<file path="src/rtl/cbs_pkg.sv">
// Shared types and constants for the constant bandwidth server bank.
// Depends on nothing; imported by the top level constant_bandwidth_server.
package cbs_pkg;

   // Bank geometry.
   localparam int NUM_SERVERS = 4;
   localparam int QUEUE_DEPTH = 16;
   localparam int SRV_IDX_W   = (NUM_SERVERS > 1) ? $clog2(NUM_SERVERS) : 1;

   // Field widths fixed by the interface.
   localparam int SRV_W   = 2;
   localparam int TIME_W  = 32;
   localparam int BUDG_W  = 16;
   localparam int JOB_W   = 5;

   // Queue limit at the width of the job counter.
   localparam logic [JOB_W-1:0] QUEUE_LIMIT = JOB_W'(QUEUE_DEPTH);
   // Number of servers at a width that can hold it next to a server index.
   localparam logic [SRV_W+4:0] SRV_COUNT   = (SRV_W + 5)'(NUM_SERVERS);

   // Operation codes of an input beat.
   typedef enum logic [1:0] {
      OP_INIT    = 2'd0,
      OP_TICK    = 2'd1,
      OP_RELEASE = 2'd2,
      OP_DONE    = 2'd3
   } opcode_type;

   // One input beat as held in the input register.
   typedef struct packed {
      opcode_type          opcode;
      logic [SRV_W-1:0]    server;
      logic                server_valid;
      logic [TIME_W-1:0]   now;
      logic [BUDG_W-1:0]   quota;
      logic [BUDG_W-1:0]   period;
   } req_type;

endpackage

</file>
<file path="src/rtl/constant_bandwidth_server.sv">
// Top level of the constant bandwidth server bank: per-server state and the
// update for init, tick, release and job-done beats.
// Depends on cbs_pkg.

// The block keeps quota, period, budget, deadline, idle flag and pending-job
// count for each server and answers every request beat with exactly one
// response beat that shows the addressed server's state after the update.
// One beat can be accepted every clock cycle while the response side is not
// stalled. A beat is held in an input register while the addressed server's
// state is read, updated and written back and the response is loaded into
// an output register; a stalled response side holds the beat there. The rate
// is set by that one read-modify-write of the per-server flip-flops, which
// finishes within the cycle, so back-to-back beats to the same server see
// each other's updates. On reset the idle flags are set and the job counts
// clear; quota, period, budget and deadline hold no value until an init beat
// writes them, and there is no clearing pass. Beats that name a server beyond
// the bank change nothing and return zeros in every field but the server
// index.
module constant_bandwidth_server
   import cbs_pkg::*;
(
   input  logic                clock,
   input  logic                reset,
   // Request channel.
   input  logic                req_valid,
   output logic                req_ready,
   input  logic [1:0]          req_opcode,
   input  logic [SRV_W-1:0]    req_server,
   input  logic                req_server_valid,
   input  logic [TIME_W-1:0]   req_now,
   input  logic [BUDG_W-1:0]   req_quota,
   input  logic [BUDG_W-1:0]   req_period,
   // Response channel.
   output logic                rsp_valid,
   input  logic                rsp_ready,
   output logic [SRV_W-1:0]    rsp_result_server,
   output logic [TIME_W-1:0]   rsp_deadline,
   output logic [BUDG_W-1:0]   rsp_remaining_budget,
   output logic                rsp_budget_spent,
   output logic                rsp_deadline_reset,
   output logic                rsp_server_idle,
   output logic [JOB_W-1:0]    rsp_pending_jobs,
   output logic                rsp_queue_overflow
);

   // Input register.
   req_type            req_ff;
   logic               req_valid_ff;

   // Per-server state.
   logic [BUDG_W-1:0]  quota_ff    [NUM_SERVERS];
   logic [BUDG_W-1:0]  period_ff   [NUM_SERVERS];
   logic [BUDG_W-1:0]  budget_ff   [NUM_SERVERS];
   logic [TIME_W-1:0]  deadline_ff [NUM_SERVERS];
   logic               idle_ff     [NUM_SERVERS];
   logic [JOB_W-1:0]   jobs_ff     [NUM_SERVERS];

   logic [BUDG_W-1:0]  quota_in    [NUM_SERVERS];
   logic [BUDG_W-1:0]  period_in   [NUM_SERVERS];
   logic [BUDG_W-1:0]  budget_in   [NUM_SERVERS];
   logic [TIME_W-1:0]  deadline_in [NUM_SERVERS];
   logic               idle_in     [NUM_SERVERS];
   logic [JOB_W-1:0]   jobs_in     [NUM_SERVERS];

   // Output register.
   logic               rsp_valid_ff;
   logic [SRV_W-1:0]   rsp_server_ff,   rsp_server_in;
   logic [TIME_W-1:0]  rsp_deadline_ff, rsp_deadline_in;
   logic [BUDG_W-1:0]  rsp_budget_ff,   rsp_budget_in;
   logic               rsp_exhaust_ff,  rsp_exhaust_in;
   logic               rsp_dreset_ff,   rsp_dreset_in;
   logic               rsp_idle_ff,     rsp_idle_in;
   logic [JOB_W-1:0]   rsp_jobs_ff,     rsp_jobs_in;
   logic               rsp_ovf_ff,      rsp_ovf_in;

   // Pipeline control.
   logic               advance;
   logic               load_req;

   // Addressed server and its current state.
   logic [SRV_IDX_W-1:0] idx;
   logic               in_range;
   logic [BUDG_W-1:0]  cur_quota;
   logic [BUDG_W-1:0]  cur_period;
   logic [BUDG_W-1:0]  cur_budget;
   logic [TIME_W-1:0]  cur_deadline;
   logic               cur_idle;
   logic [JOB_W-1:0]   cur_jobs;

   // Release rule terms.
   logic [TIME_W-1:0]        slack;
   logic [2*BUDG_W-1:0]      lhs_prod;
   logic [TIME_W+BUDG_W-1:0] rhs_prod;
   logic                     rule_holds;

   // The held beat moves on when the output register is free or being drained.
   assign advance   = req_valid_ff && (!rsp_valid_ff || rsp_ready);
   assign req_ready = !req_valid_ff || advance;
   assign load_req  = req_valid && req_ready;

   // Input register.
   always_ff @(posedge clock) begin
      if (reset) begin
         req_valid_ff <= 1'b0;
      end else if (req_ready) begin
         req_valid_ff <= req_valid;
      end
      if (load_req) begin
         req_ff.opcode       <= opcode_type'(req_opcode);
         req_ff.server       <= req_server;
         req_ff.server_valid <= req_server_valid;
         req_ff.now          <= req_now;
         req_ff.quota        <= req_quota;
         req_ff.period       <= req_period;
      end
   end

   // Read of the addressed server.
   assign idx          = req_ff.server[SRV_IDX_W-1:0];
   assign in_range     = {5'b0, req_ff.server} < SRV_COUNT;
   assign cur_quota    = quota_ff[idx];
   assign cur_period   = period_ff[idx];
   assign cur_budget   = budget_ff[idx];
   assign cur_deadline = deadline_ff[idx];
   assign cur_idle     = idle_ff[idx];
   assign cur_jobs     = jobs_ff[idx];

   // Release rule budget*period >= (deadline-now)*quota. A deadline at or
   // before now gives a slack of zero or less, which always passes.
   assign slack      = cur_deadline - req_ff.now;
   assign lhs_prod   = {{BUDG_W{1'b0}}, cur_budget} * {{BUDG_W{1'b0}}, cur_period};
   assign rhs_prod   = {{BUDG_W{1'b0}}, slack} * {{TIME_W{1'b0}}, cur_quota};
   assign rule_holds = (cur_deadline <= req_ff.now) ||
                       ({{(TIME_W+BUDG_W-2*BUDG_W){1'b0}}, lhs_prod} >= rhs_prod);

   // Update of the addressed server and the response it produces.
   always_comb begin
      logic [BUDG_W-1:0] nxt_quota;
      logic [BUDG_W-1:0] nxt_period;
      logic [BUDG_W-1:0] nxt_budget;
      logic [TIME_W-1:0] nxt_deadline;
      logic              nxt_idle;
      logic [JOB_W-1:0]  nxt_jobs;
      logic              exhausted;
      logic              dreset;
      logic              overflow;

      quota_in    = quota_ff;
      period_in   = period_ff;
      budget_in   = budget_ff;
      deadline_in = deadline_ff;
      idle_in     = idle_ff;
      jobs_in     = jobs_ff;

      nxt_quota    = cur_quota;
      nxt_period   = cur_period;
      nxt_budget   = cur_budget;
      nxt_deadline = cur_deadline;
      nxt_idle     = cur_idle;
      nxt_jobs     = cur_jobs;
      exhausted    = 1'b0;
      dreset       = 1'b0;
      overflow     = 1'b0;

      unique case (req_ff.opcode)
         OP_INIT: begin
            nxt_quota    = req_ff.quota;
            nxt_period   = req_ff.period;
            nxt_budget   = req_ff.quota;
            nxt_deadline = '0;
            nxt_idle     = 1'b1;
            nxt_jobs     = '0;
         end
         OP_TICK: begin
            // A budget of one or less is spent: postpone and refill.
            if (req_ff.server_valid) begin
               if (cur_budget <= BUDG_W'(1)) begin
                  nxt_deadline = cur_deadline + {{(TIME_W-BUDG_W){1'b0}}, cur_period};
                  nxt_budget   = cur_quota;
                  exhausted    = 1'b1;
               end else begin
                  nxt_budget = cur_budget - BUDG_W'(1);
               end
            end
         end
         OP_RELEASE: begin
            if (cur_jobs == '0 && cur_idle && rule_holds) begin
               nxt_deadline = req_ff.now + {{(TIME_W-BUDG_W){1'b0}}, cur_period};
               nxt_budget   = cur_quota;
               dreset       = 1'b1;
            end
            nxt_idle = 1'b0;
            if (cur_jobs < QUEUE_LIMIT) begin
               nxt_jobs = cur_jobs + JOB_W'(1);
            end else begin
               overflow = 1'b1;
            end
         end
         OP_DONE: begin
            if (cur_jobs != '0) begin
               nxt_jobs = cur_jobs - JOB_W'(1);
            end
            if (nxt_jobs == '0) begin
               nxt_idle = 1'b1;
            end
         end
         default: begin
            nxt_jobs = cur_jobs;
         end
      endcase

      if (advance && in_range) begin
         quota_in[idx]    = nxt_quota;
         period_in[idx]   = nxt_period;
         budget_in[idx]   = nxt_budget;
         deadline_in[idx] = nxt_deadline;
         idle_in[idx]     = nxt_idle;
         jobs_in[idx]     = nxt_jobs;
      end

      // Out-of-range servers report zeros beside their index.
      rsp_server_in = req_ff.server;
      if (in_range) begin
         rsp_deadline_in = nxt_deadline;
         rsp_budget_in   = nxt_budget;
         rsp_exhaust_in  = exhausted;
         rsp_dreset_in   = dreset;
         rsp_idle_in     = nxt_idle;
         rsp_jobs_in     = nxt_jobs;
         rsp_ovf_in      = overflow;
      end else begin
         rsp_deadline_in = '0;
         rsp_budget_in   = '0;
         rsp_exhaust_in  = 1'b0;
         rsp_dreset_in   = 1'b0;
         rsp_idle_in     = 1'b0;
         rsp_jobs_in     = '0;
         rsp_ovf_in      = 1'b0;
      end
   end

   // Server state; only the idle flags and job counts have a reset value.
   always_ff @(posedge clock) begin
      quota_ff    <= quota_in;
      period_ff   <= period_in;
      budget_ff   <= budget_in;
      deadline_ff <= deadline_in;
      if (reset) begin
         for (int i = 0; i < NUM_SERVERS; i++) begin
            idle_ff[i] <= 1'b1;
            jobs_ff[i] <= '0;
         end
      end else begin
         idle_ff <= idle_in;
         jobs_ff <= jobs_in;
      end
   end

   // Output register.
   always_ff @(posedge clock) begin
      if (reset) begin
         rsp_valid_ff <= 1'b0;
      end else if (advance) begin
         rsp_valid_ff <= 1'b1;
      end else if (rsp_ready) begin
         rsp_valid_ff <= 1'b0;
      end
      if (advance) begin
         rsp_server_ff   <= rsp_server_in;
         rsp_deadline_ff <= rsp_deadline_in;
         rsp_budget_ff   <= rsp_budget_in;
         rsp_exhaust_ff  <= rsp_exhaust_in;
         rsp_dreset_ff   <= rsp_dreset_in;
         rsp_idle_ff     <= rsp_idle_in;
         rsp_jobs_ff     <= rsp_jobs_in;
         rsp_ovf_ff      <= rsp_ovf_in;
      end
   end

   assign rsp_valid            = rsp_valid_ff;
   assign rsp_result_server    = rsp_server_ff;
   assign rsp_deadline         = rsp_deadline_ff;
   assign rsp_remaining_budget = rsp_budget_ff;
   assign rsp_budget_spent     = rsp_exhaust_ff;
   assign rsp_deadline_reset   = rsp_dreset_ff;
   assign rsp_server_idle      = rsp_idle_ff;
   assign rsp_pending_jobs     = rsp_jobs_ff;
   assign rsp_queue_overflow   = rsp_ovf_ff;

   // A reported job count never passes the queue depth.
   a_jobs_bounded: assert property (@(posedge clock) disable iff (reset)
      rsp_valid |-> rsp_pending_jobs <= QUEUE_LIMIT)
      else $error("job count above queue depth");

   // A server with queued jobs is never reported idle.
   a_busy_not_idle: assert property (@(posedge clock) disable iff (reset)
      (rsp_valid && rsp_pending_jobs != '0) |-> !rsp_server_idle)
      else $error("server idle with jobs pending");

   // Exhaustion comes from ticks and deadline resets from releases only.
   a_flags_exclusive: assert property (@(posedge clock) disable iff (reset)
      rsp_valid |-> !(rsp_budget_spent && rsp_deadline_reset))
      else $error("exhausted and deadline reset in one beat");

   // A dropped job leaves the queue full.
   a_overflow_full: assert property (@(posedge clock) disable iff (reset)
      (rsp_valid && rsp_queue_overflow) |-> rsp_pending_jobs == QUEUE_LIMIT)
      else $error("overflow reported on a queue that is not full");

   // A held beat always yields a response in the next cycle when not blocked.
   a_held_moves: assert property (@(posedge clock) disable iff (reset)
      (req_valid_ff && !rsp_valid_ff) |=> rsp_valid_ff)
      else $error("held beat did not produce a response");

endmodule

</file>
<file path="config.mk">
export PLATFORM = sky130hd
export DESIGN_NAME = constant_bandwidth_server
export DESIGN_NICKNAME = d
export VERILOG_FILES = /design/src/rtl/cbs_pkg.sv /design/src/rtl/constant_bandwidth_server.sv
export SDC_FILE = /design/constraint.sdc
export NUM_CORES = 2
export LEC_CHECK = 0
export BUFFER_PORTS_ARGS = -buffer_cell sky130_fd_sc_hd__buf_2
export CAP_MARGIN = 20
export CORE_MARGIN = 2
export CORE_UTILIZATION = 41
export CTS_BUF_LIST = sky130_fd_sc_hd__clkbuf_8
export CTS_CLUSTER_SIZE = 12
export DETAILED_ROUTE_END_ITERATION = 16
export GPL_TIMING_DRIVEN = 0
export HOLD_SLACK_MARGIN = 0.15
export SYNTH_ARGS = -nofsm -noshare
export SYNTH_HDL_FRONTEND = slang
export SYNTH_SLANG_ARGS = --single-unit
</file>
<file path="constraint.sdc">
create_clock -name clock -period 14.54 [get_ports clock]
set_clock_uncertainty 0.2 [all_clocks]
set_input_delay 1.454 -clock clock [delete_from_list [all_inputs] [get_ports clock]]
set_output_delay 1.454 -clock clock [all_outputs]
set_load 0.01 [all_outputs]
</file>
Word-level counts from Yosys, hierarchy flattened
Index checks and enable logic that the tools add are counted.
- add/sub/neg operators: 6
- $mul: 2
- order comparisons: 6
- equal/unequal tests: 3
- multiplexer cells: 53
- bitwise operators: 1
- reductions and logical operators: 16
- operators by type and width (cell ; count):
    bitwise mux 64 bit ; 3
    2-to-1 mux 16 bit ; 12
    2-to-1 mux 32 bit ; 6
    bitwise mux 128 bit ; 1
    binary-select mux 16 bit (select 2 bit) ; 3
    one-hot mux 32 bit (3 select lines) ; 1
    adder 32 x 16 -> 32 bit ; 2
    binary-select mux 32 bit (select 2 bit) ; 1
    demux 32 bit (select 2 bit) ; 1
    greater-or-equal comparator 32 x 48 -> 1 bit ; 1
    multiplier 32 x 16 -> 48 bit ; 1
    one-hot mux 16 bit (3 select lines) ; 1
    demux 16 bit (select 2 bit) ; 1
    less-or-equal comparator 32 bit ; 1
    multiplier 16 x 16 -> 32 bit ; 1
    subtractor 32 bit ; 1
    2-to-1 mux 5 bit ; 6
    bitwise mux 20 bit ; 1
    less-or-equal comparator 16 x 1 -> 1 bit, second input constant ; 1
    subtractor 16 x 1 -> 16 bit, second input constant ; 1
    one-hot mux 5 bit (3 select lines) ; 1
    binary-select mux 5 bit (select 2 bit) ; 1
    demux 5 bit (select 2 bit) ; 1
    logical NOT 5 bit ; 2
    20 further kinds ; 36
- bits in registers: 474
- output and inout bits: 61
- logic and storage cells: 127

Depth between registers and ports, before layout
- depth in word-level cells: 12
- gate-level depth with buffers: 56
- mapped depth without buffers: 49

Least setup slack after synthesis
OpenSTA, ideal clock, no wires.
- kind: reg-to-reg
- start point: register req_ff (netlist bit idx[0])
- end point: register deadline_ff[2] in the netlist's numbering, data pin
- arrival: 12.691 ns
- data required time: 14.093 ns
- setup slack: 1.402 ns
- stages on the path, launching flop included: 52
- buffers on the path: 7
- clock period less this slack: 13.138 ns
- cell sequence: edfxtp_1 buf_6 buf_4 buf_4 buf_2 clkbuf_1 buf_1 mux4_2 ha_1 nor2b_1 o21ai_1 a21boi_0 o21ai_1 a21oi_1 a21boi_0 nor2b_1 o21ai_0 nand2b_1 [... 16 more ...] a2111oi_4 nor2_1 a21o_1 a21oi_1 o21bai_1 xnor2_1 ha_1 a21o_1 a21oi_1 nand3_1 and4bb_1 o221ai_2 a2111oi_2 nand4b_1 nor4_4 a31oi_4 buf_6 o311ai_1
- word-level cells in the longest chain between the ends: 12
- elaborated cells on any way between the ends: 41
- classes of those cells: add/sub (3); mul (2); order compare (5); mux (25); bitwise (1); reduce/logical (5)
- ends and longest elaborated chain (what ; RTL line ; text):
    start: declaration ; constant_bandwidth_server.sv:47 ; req_type req_ff;
    inverter 2 -> 3 bit (implied by the code) * ; n/a ;
    binary-select mux 32 bit (select 2 bit) ; constant_bandwidth_server.sv:124 ; assign cur_deadline = deadline_ff[idx];
    2-to-1 mux 32 bit (implied by the code) (2 in series) ; constant_bandwidth_server.sv:124 ;
    subtractor 32 bit ; constant_bandwidth_server.sv:130 ; assign slack = cur_deadline - req_ff.now;
    multiplier 32 x 16 -> 48 bit ; constant_bandwidth_server.sv:132 ; assign rhs_prod = {{BUDG_W{1'b0}}, slack} * {{TIME_W{1'b0}}, cur_quota};
    greater-or-equal comparator 32 x 48 -> 1 bit ; constant_bandwidth_server.sv:134 ; ({{(TIME_W+BUDG_W-2*BUDG_W){1'b0}}, lhs_prod} >= rhs_prod);
    logical OR 1 bit ; constant_bandwidth_server.sv:133 ; assign rule_holds = (cur_deadline <= req_ff.now) ||
    logical AND 1 bit ; constant_bandwidth_server.sv:187 ; if (cur_jobs == '0 && cur_idle && rule_holds) begin
    2-to-1 mux 32 bit ; constant_bandwidth_server.sv:187 ;
    one-hot mux 32 bit (3 select lines) * ; constant_bandwidth_server.sv:165 ; unique case (req_ff.opcode)
    net rsp_deadline_in[2] ; constant_bandwidth_server.sv:68 ; logic [TIME_W-1:0] rsp_deadline_ff, rsp_deadline_in;
    bitwise mux 128 bit * ; constant_bandwidth_server.sv:216 ; deadline_in[idx] = nxt_deadline;
    end signal: assignment ; constant_bandwidth_server.sv:247 ; deadline_ff <= deadline_in;
    end: declaration ; constant_bandwidth_server.sv:54 ; logic [TIME_W-1:0] deadline_ff [NUM_SERVERS];
Mark *: on every way through the listed nets, which the timed path passes. The rest lies on a longest branch. The select of a mux whose other input is x is not followed.
A chain may end at the register's enable or synchronous reset.

Worst setup path after layout
- start point: register req_ff (netlist bit idx[1])
- end point: register rsp_deadline_ff[20] (netlist: rsp_deadline[20]), data pin
- word-level cells in the longest chain between the ends: 11
- elaborated cells on any way between the ends: 35
- classes of those cells: add/sub (3); mul (2); order compare (3); mux (22); bitwise (1); reduce/logical (4)
- ends and longest elaborated chain (what ; RTL line ; text):
    inverter 2 -> 3 bit (implied by the code) * ; n/a ;
    binary-select mux 32 bit (select 2 bit) ; constant_bandwidth_server.sv:124 ;
    2-to-1 mux 32 bit (implied by the code) (2 in series) ; constant_bandwidth_server.sv:124 ;
    subtractor 32 bit ; constant_bandwidth_server.sv:130 ;
    multiplier 32 x 16 -> 48 bit ; constant_bandwidth_server.sv:132 ;
    greater-or-equal comparator 32 x 48 -> 1 bit ; constant_bandwidth_server.sv:134 ;
    logical OR 1 bit ; constant_bandwidth_server.sv:133 ;
    logical AND 1 bit ; constant_bandwidth_server.sv:187 ;
    2-to-1 mux 32 bit ; constant_bandwidth_server.sv:187 ;
    one-hot mux 32 bit (3 select lines) * ; constant_bandwidth_server.sv:165 ;
    net rsp_deadline_in[20] ; constant_bandwidth_server.sv:68 ;
    end signal: assignment ; constant_bandwidth_server.sv:270 ; rsp_deadline_ff <= rsp_deadline_in;
    end: declaration ; constant_bandwidth_server.sv:68 ;
Marks and branches as above.

==> out/metrics.cfg <==
[sta]
drv_slew = 0
setup_viol = 0
maxSlewHeadroom_pct = 20.9
tightestPinTransition_ns = 1.19
max_freq_mhz = 71.6
fin_crit_ns = 13.96
min_period_over_period_pct = 96.0
final-hold-violation-count = 0

[worst_setup_path]
crit_arrival_ns = 14.04
crit_required_ns = 14.62
cp_slowest_cell = buf_2
crit_path_max_incr_delay_ns = 0.67
crit_start = idx[1]
r2r_start = idx[1]
critPathMaxFanout = 19
crit_top_cell = fa_1
start_kind = register
worstSetupPathType = reg -> reg
cp-end-kind = register

[routing]
drt_wl_total_mm = 150
ant_nets = 0
drtPass1Iterations = 5
num_vias = 35335
avgRoutedWirePerCell_um = 23.1
viasPerCell = 5.47
drc = 0
drt_iter0_drc = 3091

[logic_synthesis]
yosysTopAreaCellShare_pct = 27.9
synth_enable_flop_cells = 448
syn_nets = 5665
synth_area_leader_cell = edfxtp_1
synth-seq-cells = 474
async_reset_ff_share_pct = 0
syn_area_per_cell_um2 = 10.3
ys_seq_area_share_pct = 29.0
synthTopCellsByArea = edfxtp_1 28%, fa_1 26%, ha_1 8.4%
ys.flop_type = edfxtp_1
ys_top_cells_by_count = 762 x inv_1, 639 x nand2_1, 615 x fa_1
yosys_warnings = 0
synth_cells = 4653
synth.most_common_cell = inv_1
synth.distinct_cells = 91
synth.cell_area_mm2 = 0.0481

[cts]
cts_tree = done
cts_buffer_depth = 3
cts.sinks = 474
path_clk_slew_ns = 0.06
clk_latency_ns = 0.67
numCtsBuffers = 68
htreeDepth = 3
cts_root_buffer = clkbuf_8

[floorplanning]
start_util_pct = 41.4
core.rowCount = 125
dieArea_mm2 = 0.120
design.portCount = 134
dieWidth_um = 347
core_mm2 = 0.116
die_y_um = 347

[global_routing]
grt_pass1_wl_mm = 224
grt_use_total_pct = 24.8
overflow = 0
antenna_found_initial = 7
grt_max_degree = 56
grt_pass1_vias = 35580

[min_path]
hold_class = reg -> reg
hold_start = idx[0]

[final_layout]
syn_to_final_growth_pct = 10.5
final_area_mm2 = 0.0532
drive_gt1_share_pct = 10.6
nets = 5892
n_fill_cell = 11026

[run_status]
status = finished, final reports clean

[place]
io_buffers = 132
gp_congestion = 0.987
dp_hpwl_mm = 120
placed_cell_area_mm2 = 0.0510

[run]
cap_violations = 0

-- critical path: cells and delay by family, from the launching register on --
family,cells,cell delay (ns)
xor gates and xnor gates,2,0.45
AOI/OAI and AO/OA,17,3.79
DFF,1,0.38
buffers and inverters,9,2.25
and+or+nand+nor,8,1.44
muxes,2,0.75
adders and majority gates,9,4.28
-- worst paths after layout --
check	end	slack (ns)	cells after the start
worst min register to register	rsp_result_server[0]	0.28	0
worst min-delay path	rsp_result_server[0]	0.28	0
worst max-delay path	rsp_deadline[20]	0.58	47
worst max register to register	rsp_deadline[20]	0.58	47
-- repair_timing --
item,4_1_cts,5_1_grt
pin swaps,2,4
hold buffers,0,0
setup buffers,4,10
setup endpoints to repair,241,241
resized for setup,83,61
cloned,0,0
-- routing by layer --
layer | GRT usage (%) | part of all wire, %
met3 | 5.79 | 9.1
met4 | 8.98 | 3.5
met2 | 39.1 | 45
met5 | 0 | 0.015
met1 | 33.3 | 42
-- through the flow --
stage                     cells  setup WS [ns]  hold WS (ns)  setup TNS (ns)  utilization (%)
after floorplan            4653           1.40         0.251               0                -
after global placement     6309          -3.76         0.273         -788.46             43.6
after detailed placement   6328          -3.73         0.266         -787.81             43.8
after CTS                  6452        0.00820         0.289               0             45.4
after global routing       6458        -0.0178         0.296         -0.0313             45.7
final                      6462          0.580         0.284               0             45.7
-- layout by cell type, fill, tap and decap left out, types with 131 or more instances in the layout --
cell type / instances
nor2_1: 270
inv_1: 769
ha_1: 323
buf_2: 140
fa_1: 615
nand2_1: 639
clkbuf_1: 131
edfxtp_1: 448
a21oi_1: 145
and2_1: 139
-- sequential cells by signal (all words and copies together), names as in the netlist, 2 cells and up --
signal	cells
idx	2
rsp_result_server	2
quota_ff	64
rsp_deadline	32
jobs_ff	20
budget_ff	64
rsp_remaining_budget	16
deadline_ff	128
rsp_pending_jobs	5
idle_ff	4
req_ff	67
period_ff	64
-- logic make-up after synthesis --
group | share of synthesized area, %
AND/OR/NAND/NOR | 12.7
XOR/XNOR | 2.89
adder cells (fa/ha/maj) | 34.0
flip-flops | 29.0
AO/OA/AOI/OAI | 8.13
multiplexers | 5.65
buffers and inverters | 7.59
-- area by class of cell --
cell class / instances / area, um2 / area share [%]
multi-input combinational: 3221 / 31100 / 58.5
sequential: 474 / 14000 / 26.3
inverter: 768 / 2880 / 5.42
tap: 1524 / 1910 / 3.59
timing repair buffer: 167 / 1080 / 2.04
clock buffer: 72 / 991 / 1.86
buffer: 180 / 818 / 1.54
clock inverter: 51 / 407 / 0.765
antenna: 5 / 12.5 / 0.0235
Power is not shown: default switching activity piles up to over one toggle a cycle in this logic, so the estimate is an artifact.
